===== src/integer_to_ascii_radix_top_assert.svh =====
// ----------------------------------------------------------------------------
// Assertion macros for the integer to ASCII converter
// Implication checks sampled on clk_i, disabled while rst_ni is low.
// ----------------------------------------------------------------------------
`ifndef INTEGER_TO_ASCII_RADIX_TOP_ASSERT_SVH
`define INTEGER_TO_ASCII_RADIX_TOP_ASSERT_SVH

// same-cycle implication
`define I2A_ASSERT_IMP(label, ante, cons) \
  label: assert property (@(posedge clk_i) disable iff (!rst_ni) (ante) |-> (cons)) \
    else $error("i2a: same-cycle check failed");

// next-cycle implication
`define I2A_ASSERT_NXT(label, ante, cons) \
  label: assert property (@(posedge clk_i) disable iff (!rst_ni) (ante) |=> (cons)) \
    else $error("i2a: next-cycle check failed");

`endif


===== src/i2a_pkg.sv =====
`timescale 1ns / 1ps
// ----------------------------------------------------------------------------
// i2a_pkg
// Types, character codes and helpers shared by the converter modules.
// ----------------------------------------------------------------------------
package i2a_pkg;

  localparam int unsigned VALUE_W    = 64;
  localparam int unsigned DEC_W      = 32;
  localparam int unsigned BCD_DIGITS = 10;
  localparam int unsigned BCD_W      = 4 * BCD_DIGITS;
  localparam int unsigned NDIG_W     = 5;
  localparam int unsigned CNT_W      = 6;

  localparam logic [7:0] CH_ZERO  = 8'h30;
  localparam logic [7:0] CH_X     = 8'h78;
  localparam logic [7:0] CH_MINUS = 8'h2d;
  localparam logic [7:0] CH_LOW_A = 8'h61;
  localparam logic [7:0] CH_UP_A  = 8'h41;

  localparam logic [NDIG_W-1:0] NDIG_DEC = NDIG_W'(BCD_DIGITS);
  localparam logic [NDIG_W-1:0] NDIG_H32 = NDIG_W'(8);
  localparam logic [NDIG_W-1:0] NDIG_H64 = NDIG_W'(16);

  typedef enum logic [2:0] {
    OP_SDEC = 3'd0,
    OP_UDEC = 3'd1,
    OP_HEXL = 3'd2,
    OP_HEXU = 3'd3,
    OP_PTR  = 3'd4
  } op_e;

  typedef enum logic [1:0] {
    ST_IDLE,
    ST_CONV,
    ST_EMIT
  } state_e;

  // Emitter load: digits left-justified, MS nibble first, optional prefix.
  typedef struct packed {
    logic                  load;
    logic [VALUE_W-1:0]    digits;
    logic [NDIG_W-1:0]     ndig;
    logic [1:0]            pfx_n;
    logic [15:0]           pfx;
    logic                  upper;
  } load_t;

  function automatic logic [7:0] digit_char(input logic [3:0] d, input logic upper);
    logic [7:0] base;
    base = upper ? CH_UP_A : CH_LOW_A;
    if (d < 4'd10) begin
      digit_char = CH_ZERO + {4'h0, d};
    end else begin
      digit_char = base + {4'h0, d} - 8'd10;
    end
  endfunction

endpackage


===== src/integer_to_ascii_radix_top.sv =====
`timescale 1ns / 1ps
// ----------------------------------------------------------------------------
// integer_to_ascii_radix_top
// Prints one number per item as ASCII characters, most significant first.
// ----------------------------------------------------------------------------
// Channel  Dir  tdata                                  tlast
// s_axis   in   [2:0] op, [66:3] value, [71:67] zero   -
// m_axis   out  [7:0] char_code                        last
//
// Decimal kinds: 32 serial BCD shifts and a load after the accept, then one
// step per digit position (10) plus one for a minus sign; hex takes 8 digit
// positions and pointer 16 plus a two-character prefix. Leading zero positions
// take a step each but emit nothing.
// Reset is asynchronous, active low, and clears all control state.
// A stalled output holds the emitter; once the last character enters the output
// register, the emitter goes idle and the state returns to ST_IDLE to take the next item.
// ----------------------------------------------------------------------------
module integer_to_ascii_radix_top (
  input  logic        clk_i,
  input  logic        rst_ni,
  input  logic        s_axis_tvalid,
  output logic        s_axis_tready,
  input  logic [71:0] s_axis_tdata,   // [2:0] op, [66:3] value
  output logic        m_axis_tvalid,
  input  logic        m_axis_tready,
  output logic [7:0]  m_axis_tdata,   // [7:0] char_code
  output logic        m_axis_tlast    // last
);

  i2a_pkg::state_e state_q, state_d;
  i2a_pkg::load_t  ld;

  logic [2:0]                  op;
  logic [i2a_pkg::VALUE_W-1:0] value;
  logic [i2a_pkg::DEC_W-1:0]   low, mag;
  logic                        accept, is_dec, is_hex, neg;
  logic                        neg_q, neg_d;
  logic                        conv_start, conv_done, emit_busy;
  logic [i2a_pkg::BCD_W-1:0]   bcd;

  assign op     = s_axis_tdata[2:0];
  assign value  = s_axis_tdata[66:3];
  assign low    = value[i2a_pkg::DEC_W-1:0];
  assign accept = s_axis_tvalid && s_axis_tready;
  assign is_dec = (op == i2a_pkg::OP_SDEC) || (op == i2a_pkg::OP_UDEC);
  assign is_hex = (op == i2a_pkg::OP_HEXL) || (op == i2a_pkg::OP_HEXU)
                  || (op == i2a_pkg::OP_PTR);
  assign neg    = (op == i2a_pkg::OP_SDEC) && low[i2a_pkg::DEC_W-1];
  assign mag    = neg ? (~low + 1'b1) : low;

  // next state
  always_comb begin
    state_d = state_q;
    case (state_q)
      i2a_pkg::ST_IDLE: begin
        if (accept && is_dec) begin
          state_d = i2a_pkg::ST_CONV;
        end else if (accept && is_hex) begin
          state_d = i2a_pkg::ST_EMIT;
        end
      end
      i2a_pkg::ST_CONV: begin
        if (conv_done) begin
          state_d = i2a_pkg::ST_EMIT;
        end
      end
      i2a_pkg::ST_EMIT: begin
        if (!emit_busy) begin
          state_d = i2a_pkg::ST_IDLE;
        end
      end
      default: state_d = i2a_pkg::ST_IDLE;
    endcase
  end

  // outputs
  always_comb begin
    s_axis_tready = 1'b0;
    conv_start    = 1'b0;
    neg_d         = neg_q;
    ld            = '0;
    case (state_q)
      i2a_pkg::ST_IDLE: begin
        s_axis_tready = 1'b1;
        if (accept && is_dec) begin
          conv_start = 1'b1;
          neg_d      = neg;
        end else if (accept && is_hex) begin
          ld.load = 1'b1;
          if (op == i2a_pkg::OP_PTR) begin
            ld.digits = value;
            ld.ndig   = i2a_pkg::NDIG_H64;
            ld.pfx_n  = 2'd2;
            ld.pfx    = {i2a_pkg::CH_ZERO, i2a_pkg::CH_X};
          end else begin
            ld.digits = {low, {i2a_pkg::VALUE_W-i2a_pkg::DEC_W{1'b0}}};
            ld.ndig   = i2a_pkg::NDIG_H32;
            ld.upper  = (op == i2a_pkg::OP_HEXU);
          end
        end
      end
      i2a_pkg::ST_CONV: begin
        if (conv_done) begin
          ld.load   = 1'b1;
          ld.digits = {bcd, {i2a_pkg::VALUE_W-i2a_pkg::BCD_W{1'b0}}};
          ld.ndig   = i2a_pkg::NDIG_DEC;
          ld.pfx_n  = neg_q ? 2'd1 : 2'd0;
          ld.pfx    = {i2a_pkg::CH_MINUS, 8'h00};
        end
      end
      i2a_pkg::ST_EMIT: begin
      end
      default: begin
      end
    endcase
  end

  always_ff @(posedge clk_i or negedge rst_ni) begin
    if (!rst_ni) begin
      state_q <= i2a_pkg::ST_IDLE;
      neg_q   <= 1'b0;
    end else begin
      state_q <= state_d;
      neg_q   <= neg_d;
    end
  end

  i2a_dabble u_dabble (
    .clk_i   (clk_i),
    .rst_ni  (rst_ni),
    .start_i (conv_start),
    .bin_i   (mag),
    .done_o  (conv_done),
    .bcd_o   (bcd)
  );

  i2a_emit u_emit (
    .clk_i         (clk_i),
    .rst_ni        (rst_ni),
    .load_i        (ld),
    .busy_o        (emit_busy),
    .m_axis_tvalid (m_axis_tvalid),
    .m_axis_tready (m_axis_tready),
    .m_axis_tdata  (m_axis_tdata),
    .m_axis_tlast  (m_axis_tlast)
  );

`include "integer_to_ascii_radix_top_assert.svh"

  `I2A_ASSERT_IMP(a_ready_emit_idle, s_axis_tready, !emit_busy)
  `I2A_ASSERT_IMP(a_done_in_conv, conv_done, state_q == i2a_pkg::ST_CONV)
  `I2A_ASSERT_NXT(a_emit_to_idle, (state_q == i2a_pkg::ST_EMIT) && !emit_busy,
                  state_q == i2a_pkg::ST_IDLE)

endmodule


===== src/i2a_dabble.sv =====
`timescale 1ns / 1ps
// ----------------------------------------------------------------------------
// i2a_dabble
// Bit-serial binary to BCD converter (shift and add three), one bit a cycle.
// ----------------------------------------------------------------------------
module i2a_dabble (
  input  logic                        clk_i,
  input  logic                        rst_ni,
  input  logic                        start_i,
  input  logic [i2a_pkg::DEC_W-1:0]   bin_i,
  output logic                        done_o,
  output logic [i2a_pkg::BCD_W-1:0]   bcd_o
);

  logic [i2a_pkg::DEC_W-1:0] bin_q, bin_d;
  logic [i2a_pkg::BCD_W-1:0] bcd_q, bcd_d, adj;
  logic [i2a_pkg::CNT_W-1:0] cnt_q, cnt_d;
  logic                      done_q, done_d;

  // add three to every digit of five or more before the shift
  always_comb begin
    for (int i = 0; i < int'(i2a_pkg::BCD_DIGITS); i++) begin
      adj[4*i +: 4] = (bcd_q[4*i +: 4] >= 4'd5) ? bcd_q[4*i +: 4] + 4'd3 : bcd_q[4*i +: 4];
    end
  end

  always_comb begin
    bin_d  = bin_q;
    bcd_d  = bcd_q;
    cnt_d  = cnt_q;
    done_d = 1'b0;
    if (start_i) begin
      bin_d = bin_i;
      bcd_d = '0;
      cnt_d = i2a_pkg::CNT_W'(i2a_pkg::DEC_W);
    end else if (cnt_q != '0) begin
      bcd_d  = {adj[i2a_pkg::BCD_W-2:0], bin_q[i2a_pkg::DEC_W-1]};
      bin_d  = {bin_q[i2a_pkg::DEC_W-2:0], 1'b0};
      cnt_d  = cnt_q - 1'b1;
      done_d = (cnt_q == i2a_pkg::CNT_W'(1));
    end
  end

  always_ff @(posedge clk_i or negedge rst_ni) begin
    if (!rst_ni) begin
      cnt_q  <= '0;
      done_q <= 1'b0;
    end else begin
      cnt_q  <= cnt_d;
      done_q <= done_d;
    end
  end

  always_ff @(posedge clk_i) begin
    bin_q <= bin_d;
    bcd_q <= bcd_d;
  end

  assign done_o = done_q;
  assign bcd_o  = bcd_q;

endmodule


===== src/i2a_emit.sv =====
`timescale 1ns / 1ps
// ----------------------------------------------------------------------------
// i2a_emit
// Nibble shift register: drops leading zeros, maps digits to ASCII and
// drives the registered output item stream.
// ----------------------------------------------------------------------------
module i2a_emit (
  input  logic            clk_i,
  input  logic            rst_ni,
  input  i2a_pkg::load_t  load_i,
  output logic            busy_o,
  output logic            m_axis_tvalid,
  input  logic            m_axis_tready,
  output logic [7:0]      m_axis_tdata,   // [7:0] char_code
  output logic            m_axis_tlast    // last
);

  logic [i2a_pkg::VALUE_W-1:0] sr_q, sr_d;
  logic [i2a_pkg::NDIG_W-1:0]  rem_q, rem_d;
  logic [1:0]                  pfx_n_q, pfx_n_d;
  logic [15:0]                 pfx_q, pfx_d;
  logic                        upper_q, upper_d;
  logic                        started_q, started_d;
  logic                        ov_q, ov_d;
  logic [7:0]                  och_q, och_d;
  logic                        olast_q, olast_d;

  logic       busy, step, skip;
  logic [3:0] dig;

  assign busy = (pfx_n_q != '0) || (rem_q != '0);
  assign step = busy && (!ov_q || m_axis_tready);
  assign dig  = sr_q[i2a_pkg::VALUE_W-1 -: 4];
  assign skip = (pfx_n_q == '0) && !started_q && (dig == 4'h0)
                && (rem_q != i2a_pkg::NDIG_W'(1));

  always_comb begin
    sr_d      = sr_q;
    rem_d     = rem_q;
    pfx_n_d   = pfx_n_q;
    pfx_d     = pfx_q;
    upper_d   = upper_q;
    started_d = started_q;
    ov_d      = ov_q && !m_axis_tready;
    och_d     = och_q;
    olast_d   = olast_q;
    if (load_i.load) begin
      sr_d      = load_i.digits;
      rem_d     = load_i.ndig;
      pfx_n_d   = load_i.pfx_n;
      pfx_d     = load_i.pfx;
      upper_d   = load_i.upper;
      started_d = 1'b0;
    end else if (step) begin
      if (pfx_n_q != '0) begin
        ov_d    = 1'b1;
        och_d   = pfx_q[15:8];
        olast_d = 1'b0;
        pfx_d   = {pfx_q[7:0], 8'h00};
        pfx_n_d = pfx_n_q - 1'b1;
      end else begin
        sr_d  = {sr_q[i2a_pkg::VALUE_W-5:0], 4'h0};
        rem_d = rem_q - 1'b1;
        if (!skip) begin
          ov_d      = 1'b1;
          och_d     = i2a_pkg::digit_char(dig, upper_q);
          olast_d   = (rem_q == i2a_pkg::NDIG_W'(1));
          started_d = 1'b1;
        end
      end
    end
  end

  always_ff @(posedge clk_i or negedge rst_ni) begin
    if (!rst_ni) begin
      rem_q     <= '0;
      pfx_n_q   <= '0;
      started_q <= 1'b0;
      ov_q      <= 1'b0;
    end else begin
      rem_q     <= rem_d;
      pfx_n_q   <= pfx_n_d;
      started_q <= started_d;
      ov_q      <= ov_d;
    end
  end

  always_ff @(posedge clk_i) begin
    sr_q    <= sr_d;
    pfx_q   <= pfx_d;
    upper_q <= upper_d;
    och_q   <= och_d;
    olast_q <= olast_d;
  end

  assign busy_o        = busy;
  assign m_axis_tvalid = ov_q;
  assign m_axis_tdata  = och_q;
  assign m_axis_tlast  = olast_q;

endmodule

===== config.mk =====
export PLATFORM = sky130hd
export DESIGN_NAME = integer_to_ascii_radix_top
export DESIGN_NICKNAME = d
export VERILOG_FILES = /design/src/i2a_pkg.sv /design/src/integer_to_ascii_radix_top.sv /design/src/i2a_dabble.sv /design/src/i2a_emit.sv
export VERILOG_INCLUDE_DIRS = /design/src /design/src/src
export SDC_FILE = /design/constraint.sdc
export NUM_CORES = 1
export LEC_CHECK = 0
export CELL_PAD_IN_SITES_DETAIL_PLACEMENT = 1
export CELL_PAD_IN_SITES_GLOBAL_PLACEMENT = 1
export CORE_ASPECT_RATIO = 1.75
export CORE_MARGIN = 8
export CORE_UTILIZATION = 47
export CTS_CLUSTER_SIZE = 24
export DETAILED_ROUTE_END_ITERATION = 8
export DONT_BUFFER_PORTS = 1
export PLACE_DENSITY_LB_ADDON = 0.12
export SLEW_MARGIN = 30
export SYNTH_ARGS = -nofsm -noshare
export SYNTH_HDL_FRONTEND = slang
export SYNTH_HIERARCHICAL = 1
export SYNTH_SLANG_ARGS = --single-unit

===== constraint.sdc =====
create_clock -name clk_i -period 4.3 [get_ports clk_i]
set_clock_uncertainty 0.2 [all_clocks]
set_input_delay 0 -clock clk_i [delete_from_list [all_inputs] [get_ports clk_i]]
set_output_delay 0 -clock clk_i [all_outputs]
set_load 0.01 [all_outputs]

# ---- Word level (Yosys, flattened, before mapping)
# Index checks and enable logic that the tools add are counted.
dict set report word_totals {
  register_bits 181
  input_bits 76
  wordCells 154
}
dict set report classes {
  addsub 17
  order_cmp 11
  n_eq_ne 15
  mux 58
  n_bitwise 4
  n_reduce_logical 34
}
# operator n
set ops {}
lappend ops {{64-bit 2-to-1 mux} 3}
lappend ops {{89-bit 2-to-1 mux} 2}
lappend ops {{88-bit one-hot mux with 2 select lines} 1}
lappend ops {{32-bit 2-to-1 mux} 3}
lappend ops {{88-bit 2-to-1 mux} 1}
lappend ops {{69-bit 2-to-1 mux} 1}
lappend ops {{16-bit 2-to-1 mux} 3}
lappend ops {{4-bit by 3-bit >= comparator with 1-bit output (second input constant)} 10}
lappend ops {{4-bit by 2-bit adder with 4-bit output (second input constant)} 9}
lappend ops {{4-bit 2-to-1 mux} 9}
lappend ops {{32-bit by 1-bit adder with 32-bit output (second input constant)} 1}
lappend ops {{32-bit inverter} 1}
lappend ops {{8-bit 2-to-1 mux} 3}
lappend ops {{18-bit 2-to-1 mux} 1}
lappend ops {{6-bit 2-to-1 mux} 3}
lappend ops {{1-bit 2-to-1 mux} 16}
lappend ops {{5-bit 2-to-1 mux} 3}
lappend ops {{2-bit 2-to-1 mux} 7}
lappend ops {{1-bit logical AND} 9}
lappend ops {{3-bit AND reduction} 3}
lappend ops {{8-bit by 4-bit adder with 8-bit output} 1}
lappend ops {{2-bit != test (second input constant)} 4}
lappend ops {{2-bit nonzero test} 4}
lappend ops {{8-bit by 4-bit subtractor with 8-bit output (second input constant)} 1}
lappend ops {{other kinds (28)} 40}

# ---- Longest topological paths before layout
# Gate-level depths: netlist (run 1).
dict set report logic_depth {
  word_depth 9
  depth_mapped 12
  ltp_nobuf 7
}

# ---- Cells and area by module
# Netlist (run 1), hierarchy kept.
# module instances cells_each area_each_um2 seq_area_each_um2
set by_module_without_submodules {}
lappend by_module_without_submodules {i2a_emit 1 282 4404.2 2927.8}
lappend by_module_without_submodules {i2a_dabble 1 333 3888.7 1936.9}
lappend by_module_without_submodules {integer_to_ascii_radix_top 1 287 1876.8 75.1}

# ---- Worst setup path before layout (run 1)
# Ideal clock, no wire load.
dict set report synth_timing {
  kind {reg2reg}
  start {register state_q[0]}
  end {register u_emit/sr_q[0] (netlist name) (enable)}
  arrival_ns 3.435
  required_ns 3.676
  path_slack_ns 0.242
  stages_incl_launch_ff 10
  path_cell_list {dfrtp_1 or3b_2 nor2b_1 buf_2 a21oi_2 buf_2 nand2_1 clkbuf_1 clkinv_1 nand2_1}
}
# element line
set synth_rtl {}
lappend synth_rtl {{start: declaration} integer_to_ascii_radix_top.sv:30} ;# i2a_pkg::state_e state_q, state_d;
lappend synth_rtl {{start signal: assignment} integer_to_ascii_radix_top.sv:120} ;# state_q <= i2a_pkg::ST_IDLE;
lappend synth_rtl {{start signal: assignment} integer_to_ascii_radix_top.sv:123} ;# state_q <= state_d;
lappend synth_rtl {{end signal: assignment} i2a_emit.sv:89} ;# sr_q <= sr_d;
lappend synth_rtl {{end: declaration} i2a_emit.sv:18} ;# logic [i2a_pkg::VALUE_W-1:0] sr_q, sr_d;

# ---- Worst setup path in the final report (run 1)
dict set report layout_timing {
  start {register state_q[0]}
  end {register u_dabble/bin_q[24] (netlist name) (enable)}
}
dict set report layout_via {
  elab_chain_cells 7
}
# element line
set layout_rtl {}
lappend layout_rtl {{2-bit logical NOT (*)} integer_to_ascii_radix_top.sv:82} ;# case (state_q)
lappend layout_rtl {{1-bit 2-to-1 mux} integer_to_ascii_radix_top.sv:82}
lappend layout_rtl {{1-bit logical AND} integer_to_ascii_radix_top.sv:44} ;# assign accept = s_axis_tvalid && s_axis_tready;
lappend layout_rtl {{1-bit logical AND} integer_to_ascii_radix_top.sv:85} ;# if (accept && is_dec) begin
lappend layout_rtl {{1-bit 2-to-1 mux} integer_to_ascii_radix_top.sv:85}
lappend layout_rtl {{1-bit 2-to-1 mux (*)} integer_to_ascii_radix_top.sv:82}
lappend layout_rtl {{via conv_start} integer_to_ascii_radix_top.sv:38} ;# logic conv_start, conv_done, emit_busy;
lappend layout_rtl {{2-bit nonzero test (no line) (*)} -}
lappend layout_rtl {{end signal: assignment} i2a_dabble.sv:55} ;# bin_q <= bin_d;
lappend layout_rtl {{end: declaration} i2a_dabble.sv:15} ;# logic [i2a_pkg::DEC_W-1:0] bin_q, bin_d;
# Mark *: on every way through the listed nets, which the timed path passes. The rest lies on a longest branch.
# A chain may end at the register's enable or synchronous reset.

==> run summary, run 1 <==
combinational share of power: 0.332
Worst-path clk slew: 0.07 ns
Worst Tran Pin Value: 0.935 ns
Yosys cell types: 65
worst r2r path cells: 7
Clock Power Share: 0.232
minimum clock period after layout: 3.48 ns
outcome: finished, final reports clean
register area share after synthesis: 0.486
H-tree depth: 4
commonest non-fill, non-tap cells in the layout: edfxtp_1 (122), mux2_2 (101), dlygate4sd3_1 (76)
gp weighted congestion: 0.780
critical path class: flip-flop to flip-flop
DR vias: 7441
maximum VDD drop: 0.000311 V
top_reg_cell synth: edfxtp_1
area delta synth->final: 16.3%
post-synthesis cell area: 10200 µm²
Die X: 127 µm
unrepaired setup endpoints after global routing: false
Die H: 211 µm
Avg Inst Size Synth: 11.3 µm²
Hold Crit Endpoint: u_emit/pfx_n_q[1]$_DFFE_PN0P_
Hold Crit Start: s_axis_tdata[0]
post-CTS setup repair buffer count: 0
Reg2Reg Setup Slack: 0.82 ns
Crit Path Max Fanout: 16
Clock Tree Root: clkbuf_16
Max Slew Vio Count: 0
global route overflow: 0
worst min-delay path category: primary input to flip-flop
first-pass GRT wire length: 47.8 mm
fin crit share: 0.810
Max Fclk: 287 MHz
routed length per instance: 24.0 µm
utilization after layout: 0.552
clk_lat worst skew: 0.44 ns
Die ar.: 26800 µm²
CTS max path bufs: 2
Iter 0 DRT Violations: 333
IO Pins: 87
Antenna Nets Post-Route: 0
Worst Path Arrival: 3.41 ns
Post-synth EDFFs: 122
Seq pwr share: 0.436
drc violations: 0
HPWL after DPL: 20.7 mm
setup TNS: 0 ns
Async S/R FF share, synth: 0.105
final-layout fill cell count: 2212
Starting Density: 0.475
share of cells above drive strength 1: 0.189
Pwr Density: 605 nW/µm²
Switching Power: 2.42 mW
Worst setup EP type: flip-flop
hold depth: 5
max cap viols: 0
post-CTS sizing: 0
post-synthesis register bit count: 181
CTS tree: yes
drt via density: 5.85
Rows: 71
initial antenna violation count: 1
largest net degree at the start of global routing: 65
overall routing resource usage: 0.234
most common cell after layout, fill and taps aside: edfxtp_1
# diodes: 0
Critical Path RT: 4.22 ns
yosys warns: 6
slew margin rel.: 0.377
vias in the first global route: 8337
number of CTS-inserted buffers: 17
Synth Instances: 902
final hold viol count: 0
DRT Wirelength: 30.5 mm
internal power: 4.73 mW
Sw Ratio: 0.338
Worst R2R Start: state_q[0]$_DFFE_PN0P_
Sink Count: 181
Tot Pwr: 7.15 mW
CP startpoint kind: flip-flop
final setup fails: 0
I/O Buffers: 0
drt first pass iters: 4
Lkg Pwr: 4.43 nW
Core ar.: 21400 µm²
FF-to-FF End: u_dabble/bin_q[24]$_DFFE_PP_
layout net count: 1071
[power by group through the flow]
stage / Combinational [mW] / Clock, mW / Sequential (mW)
after floorplan: 1.80 / 0 / 2.97
after CTS: 2.37 / 1.68 / 3.13
after global placement: 2.07 / 0 / 3.12
after global routing: 2.61 / 1.74 / 3.19
after detailed placement: 2.26 / 0 / 3.16
final: 2.37 / 1.66 / 3.12
[area by class of cell]
class | instances | area [µm²] | area share
Tap cell | 292 | 365 | 0.0309
Multi-Input combinational cell | 634 | 4860 | 0.411
Timing Repair Buffer | 91 | 896 | 0.0758
Sequential cell | 181 | 4940 | 0.418
Clock inverter | 13 | 179 | 0.0151
Clock buffer | 19 | 433 | 0.0366
Inverter | 41 | 154 | 0.0130
[synth_stat cells, drive strengths merged, types with 6 or more instances]
cell	number	share of area
dfxtp	40	0.079
o22ai	20	0.024
and2	41	0.025
mux2	101	0.11
xnor2	21	0.018
nor2b	6	0.0037
ha	29	0.036
nor3b	12	0.0089
a22o	19	0.016
a31oi	12	0.0074
nand3	13	0.0064
a21oi	53	0.026
nand2b	12	0.0074
nor2	41	0.015
edfxtp	122	0.36
o21ai	60	0.030
nand2	52	0.019
xor2	20	0.017
inv	39	0.014
mux2i	38	0.037
clkbuf	17	0.0065
nor4	8	0.0064
buf	37	0.022
dfrtp	19	0.047
nor3	8	0.0062
o31ai	9	0.0071
[registers in the layout, indices dropped and copies added, names as in the netlist]
signal	flops
neg_q	1
state_q	2
u_dabble/bcd_o	40
u_dabble/bin_q	32
u_dabble/cnt_q	6
u_dabble/done_o	1
u_emit/m_axis_tdata	8
u_emit/m_axis_tlast	1
u_emit/m_axis_tvalid	1
u_emit/pfx_n_q	2
u_emit/pfx_q	16
u_emit/rem_q	5
u_emit/sr_q	64
u_emit/started_q	1
u_emit/upper_q	1
[worst max-delay path, cell delays in order, from the launching register on]
cell and delay [ns]:
dfrtp_1 0.42, or3b_2 0.53, nor3_2 0.13, dlygate4sd3_1 0.59
inv_1 0.08, and3_1 0.41, inv_2 0.44, buf_4 0.36
[what timing repair did]
action	4_1_cts	5_1_grt
hold endpoints to repair	159	19
hold buffers	76	1
setup endpoints to repair	0	0
[metal layers]
metal / wire, µm / share of wire / GRT usage
met4: 1110 / 0.036 / 0.108
met2: 17200 / 0.56 / 0.444
met5: 9 / 0.00029 / 0
met1: 11100 / 0.36 / 0.243
met3: 1130 / 0.037 / 0.0418
[worst max-delay path by stage]
stage                                      start                           end  slack [ns]  depth (start not counted)
after global routing      state_q[0]$_DFFE_PN0P_  u_dabble/bin_q[27]$_DFFE_PP_        0.67                          7
after floorplan           state_q[0]$_DFFE_PN0P_  u_emit/sr_q[0]$_SDFFCE_PN0P_        0.24                          9
after global placement    state_q[0]$_DFFE_PN0P_     u_emit/sr_q[62]$_DFFE_PP_        1.29                          7
after CTS                 state_q[0]$_DFFE_PN0P_  u_dabble/bin_q[29]$_DFFE_PP_        0.81                          7
after detailed placement  state_q[0]$_DFFE_PN0P_     u_emit/sr_q[26]$_DFFE_PP_        1.24                          7
final                     state_q[0]$_DFFE_PN0P_  u_dabble/bin_q[24]$_DFFE_PP_        0.82                          7
[kinds of logic after synthesis]
logic type / after synthesis / share of synthesized area
compound gates: 189 / 0.124
xor+xnor: 41 / 0.0353
fa+ha+maj: 29 / 0.0357
buf+inv: 95 / 0.0437
flops: 181 / 0.486
mux: 139 / 0.149
other cells: 1 / 0.000369
simple gates: 227 / 0.126
[stage by stage]
step | worst slack (ns) | hold WS (ns) | instance area [µm²] | cells
after floorplan | 0.242 | -0.496 | 10200 | 910
after global placement | 1.29 | -0.493 | 10400 | 1162
after detailed placement | 1.24 | -0.493 | 10400 | 1162
after CTS | 0.807 | 0.00758 | 11800 | 1270
after global routing | 0.671 | 0.0559 | 11800 | 1271
final | 0.816 | 0.0299 | 11800 | 1271
Note: power is estimated with default switching activity, not from simulation.
==> inputs of run 2 (changes only) <==
CORE_UTILIZATION = 50   (was 47)
clock period = 3.39 ns   (was 4.3 ns; I/O delays follow)
==> run 2 against run 1 <==
Highest routed layer is now met4. Wire length rose by 0.93%. Combinational power increased by 30%. Die area fell by 5.4%. Worst setup slack lost 0.65 ns. Critical endpoint is now u_dabble/bin_q[10]$_DFFE_PP_. Hold slack lost 0.013 ns. Design area shrank 0.44%.
==> run summary, run 2 (synthesis results as in run 1) <==
drt first pass iters: 5 (+1)
drc violations: 0 (unchanged)
Antenna Nets Post-Route: 0 (unchanged)
outcome: finished, final reports clean
I/O Buffers: 0 (unchanged)
Reg2Reg Setup Slack: 0.27 ns (-0.55 ns)
IO Pins: 87 (unchanged)
H-tree depth: 4 (unchanged)
Die H: 205 µm (-2.8%)
DR vias: 7541 (+1.3%)
final hold viol count: 0 (unchanged)
setup TNS: 0 ns (unchanged)
Iter 0 DRT Violations: 429 (+29%)
vias in the first global route: 8633 (+3.6%)
CP startpoint kind: primary input
Hold Crit Start: s_axis_tdata[0]
area delta synth->final: 15.7%
final setup fails: 0 (unchanged)
largest net degree at the start of global routing: 82 (+26%)
global route overflow: 0 (unchanged)
number of CTS-inserted buffers: 17 (unchanged)
unrepaired setup endpoints after global routing: false
minimum clock period after layout: 3.22 ns
Worst-path clk slew: 0.07 ns (about the same)
max FFs per register: 64 (unchanged)
Clock Tree Root: clkbuf_16
hold_buf cts: 80 (+5.3%)
CTS tree: yes
met2 Resource Use GR: 0.473 (+0.0293)
Max Slew Vio Count: 0 (unchanged)
Die ar.: 25300 µm² (-5.4%)
overall routing resource usage: 0.251 (+0.0165)
hold depth: 5 (unchanged)
worst-path cell with the longest stage delay: dlygate4sd3_1
Buf/Inv on CP: 2 (-2)
Critical Path RT: 3.39 ns (-0.83 ns)
Rows: 69 (-2.8%)
initial antenna violation count: 1 (unchanged)
Worst Path Arrival: 3.22 ns (-0.19 ns)
drt via density: 6.11 (+4.3%)
worst r2r path cells: 7 (unchanged)
CP most frequent cell: dlygate4sd3_1
Core ar.: 20100 µm² (-6.0%)
fin crit share: 0.951
Worst R2R Start: state_q[0]$_DFFE_PN0P_
first-pass GRT wire length: 47.8 mm (about the same)
post-CTS setup repair buffer count: 0 (unchanged)
routed length per instance: 25.0 µm (+3.9%)
Lkg Pwr: 4.42 nW (-0.40%)
met3 GRT Util: 0.0425 (+0.000743)
met1 usage: 0.251 (+0.00785)
post-CTS sizing: 0 (unchanged)
Max Fclk: 310 MHz
busiest grt layer: met2
layout net count: 1079 (+0.75%)
Crit Path Max Fanout: 9 (-7)
Sink Count: 181 (unchanged)
Fin Hold WS: 0.0167 ns (-0.0132 ns)
CTS max path bufs: 2 (unchanged)
Biggest register: u_emit/sr_q
CP Cell Sequence: dlygate4sd3_1 -> nor3b_1 -> nor2b_1 -> o21ai_0 -> xnor2_1 -> dlygate4sd3_1 -> mux2_2
Pwr Density: 755 nW/µm² (+25%)
Hold Crit Endpoint: u_emit/pfx_n_q[1]$_DFFE_PN0P_
most common cell after layout, fill and taps aside: edfxtp_1
HPWL after DPL: 20.4 mm (-1.2%)
Die X: 124 µm (-2.7%)
share of cells above drive strength 1: 0.188 (-0.00134)
Worst Tran Pin Value: 0.995 ns (+0.0605 ns)
crit-path max cell delay: 0.81 ns (+0.22 ns)
clk_lat worst skew: 0.44 ns (about the same)
maximum VDD drop: 0.000488 V (+57%)
commonest non-fill, non-tap cells in the layout: edfxtp_1 (122), mux2_2 (101), dlygate4sd3_1 (80)
Starting Density: 0.506 (+0.0306)
FF-to-FF End: u_dabble/bin_q[2]$_DFFE_PP_
worst min-delay path category: primary input to flip-flop
DRT Wirelength: 30.8 mm (+0.93%)
Worst setup EP type: flip-flop
critical path class: primary input to flip-flop
delay-heaviest family, CP: buffers and inverters
slew margin rel.: 0.336 (-0.0403)
Setup WS post-layout: 0.167 ns (-0.649 ns)
gp weighted congestion: 0.813 (+4.2%)
max cap viols: 0 (unchanged)
pre-CTS setup slack: 0.426 ns (-0.816 ns)
==> run 2: cell types whose count changed in the layout (fill, tap and decap cells not counted), moves of 2 or more <==
| cell | change |
|---|---|
| bufinv_16 | -3 |
| clkinvlp_4 | +3 |
| inv_6 | -2 |
| clkinv_1 | +2 |
| buf_4 | +3 |
| clkinv_2 | -2 |
| dlygate4sd3_1 | +4 |
==> run 2: final cells by class <==
type	count	area, µm²
Fill cell	2090	8350
Sequential cell	181	4940
Multi-Input combinational cell	634	4860
Timing Repair Buffer	99	978
Clock buffer	20	437
Tap cell	248	310
Inverter	41	154
Clock inverter	11	87.6
Antenna cell	1	2.50
==> run 2: stage by stage <==
step	cells	total power [mW]	instance area (µm²)	utilization
6_report	1235	8.89	11800	0.585
5_1_grt	1235	9.35	11800	0.585
4_1_cts	1233	8.89	11800	0.584
3_5_place_dp	1122	6.90	10400	0.518
3_3_place_gp	1122	6.59	10400	0.518
2_1_floorplan	910	6.05	10200	-
==> run 2: how the worst max path moves through the flow <==
| stage | from | end | slack (ns) | depth (start not counted) |
|---|---|---|---|---|
| final | s_axis_tdata[34] | u_dabble/bin_q[10]$_DFFE_PP_ | 0.17 | 7 |
| after global placement | state_q[0]$_DFFE_PN0P_ | u_emit/sr_q[60]$_DFFE_PP_ | 0.50 | 7 |
| after global routing | s_axis_tdata[34] | u_dabble/bin_q[10]$_DFFE_PP_ | 0.08 | 7 |
| after CTS | state_q[0]$_DFFE_PN0P_ | u_dabble/bin_q[22]$_DFFE_PP_ | 0.28 | 7 |
| after floorplan | state_q[0]$_DFFE_PN0P_ | u_emit/pfx_q[0]$_SDFFCE_PN0P_ | 0.09 | 9 |
| after detailed placement | state_q[0]$_DFFE_PN0P_ | u_emit/sr_q[60]$_DFFE_PP_ | 0.43 | 7 |
==> run 2: tightest hold or removal path, delay by kind of cell <==
family / cells / cell delay (ns)
buffers and inverters: 1 / 0.25
AND/OR/NAND/NOR: 3 / 0.30
AO/OA/AOI/OAI: 1 / 0.07
==> run 2: power by group <==
part           switching, mW  internal, mW  leakage, nW  total [mW]
logic                   1.66          1.43         2.41        3.08
clock network          0.851         0.993        0.234        1.84
registers              0.594          3.37         1.77        3.97
==> run 2: per-layer routing <==
metal,vias to the layer above,share of wire,wire length (µm)
met1,3838,0.36,11100
met4,0,0.045,1400
met5,-,0,0
met3,83,0.032,990
met2,184,0.56,17400
li1,3436,-,-
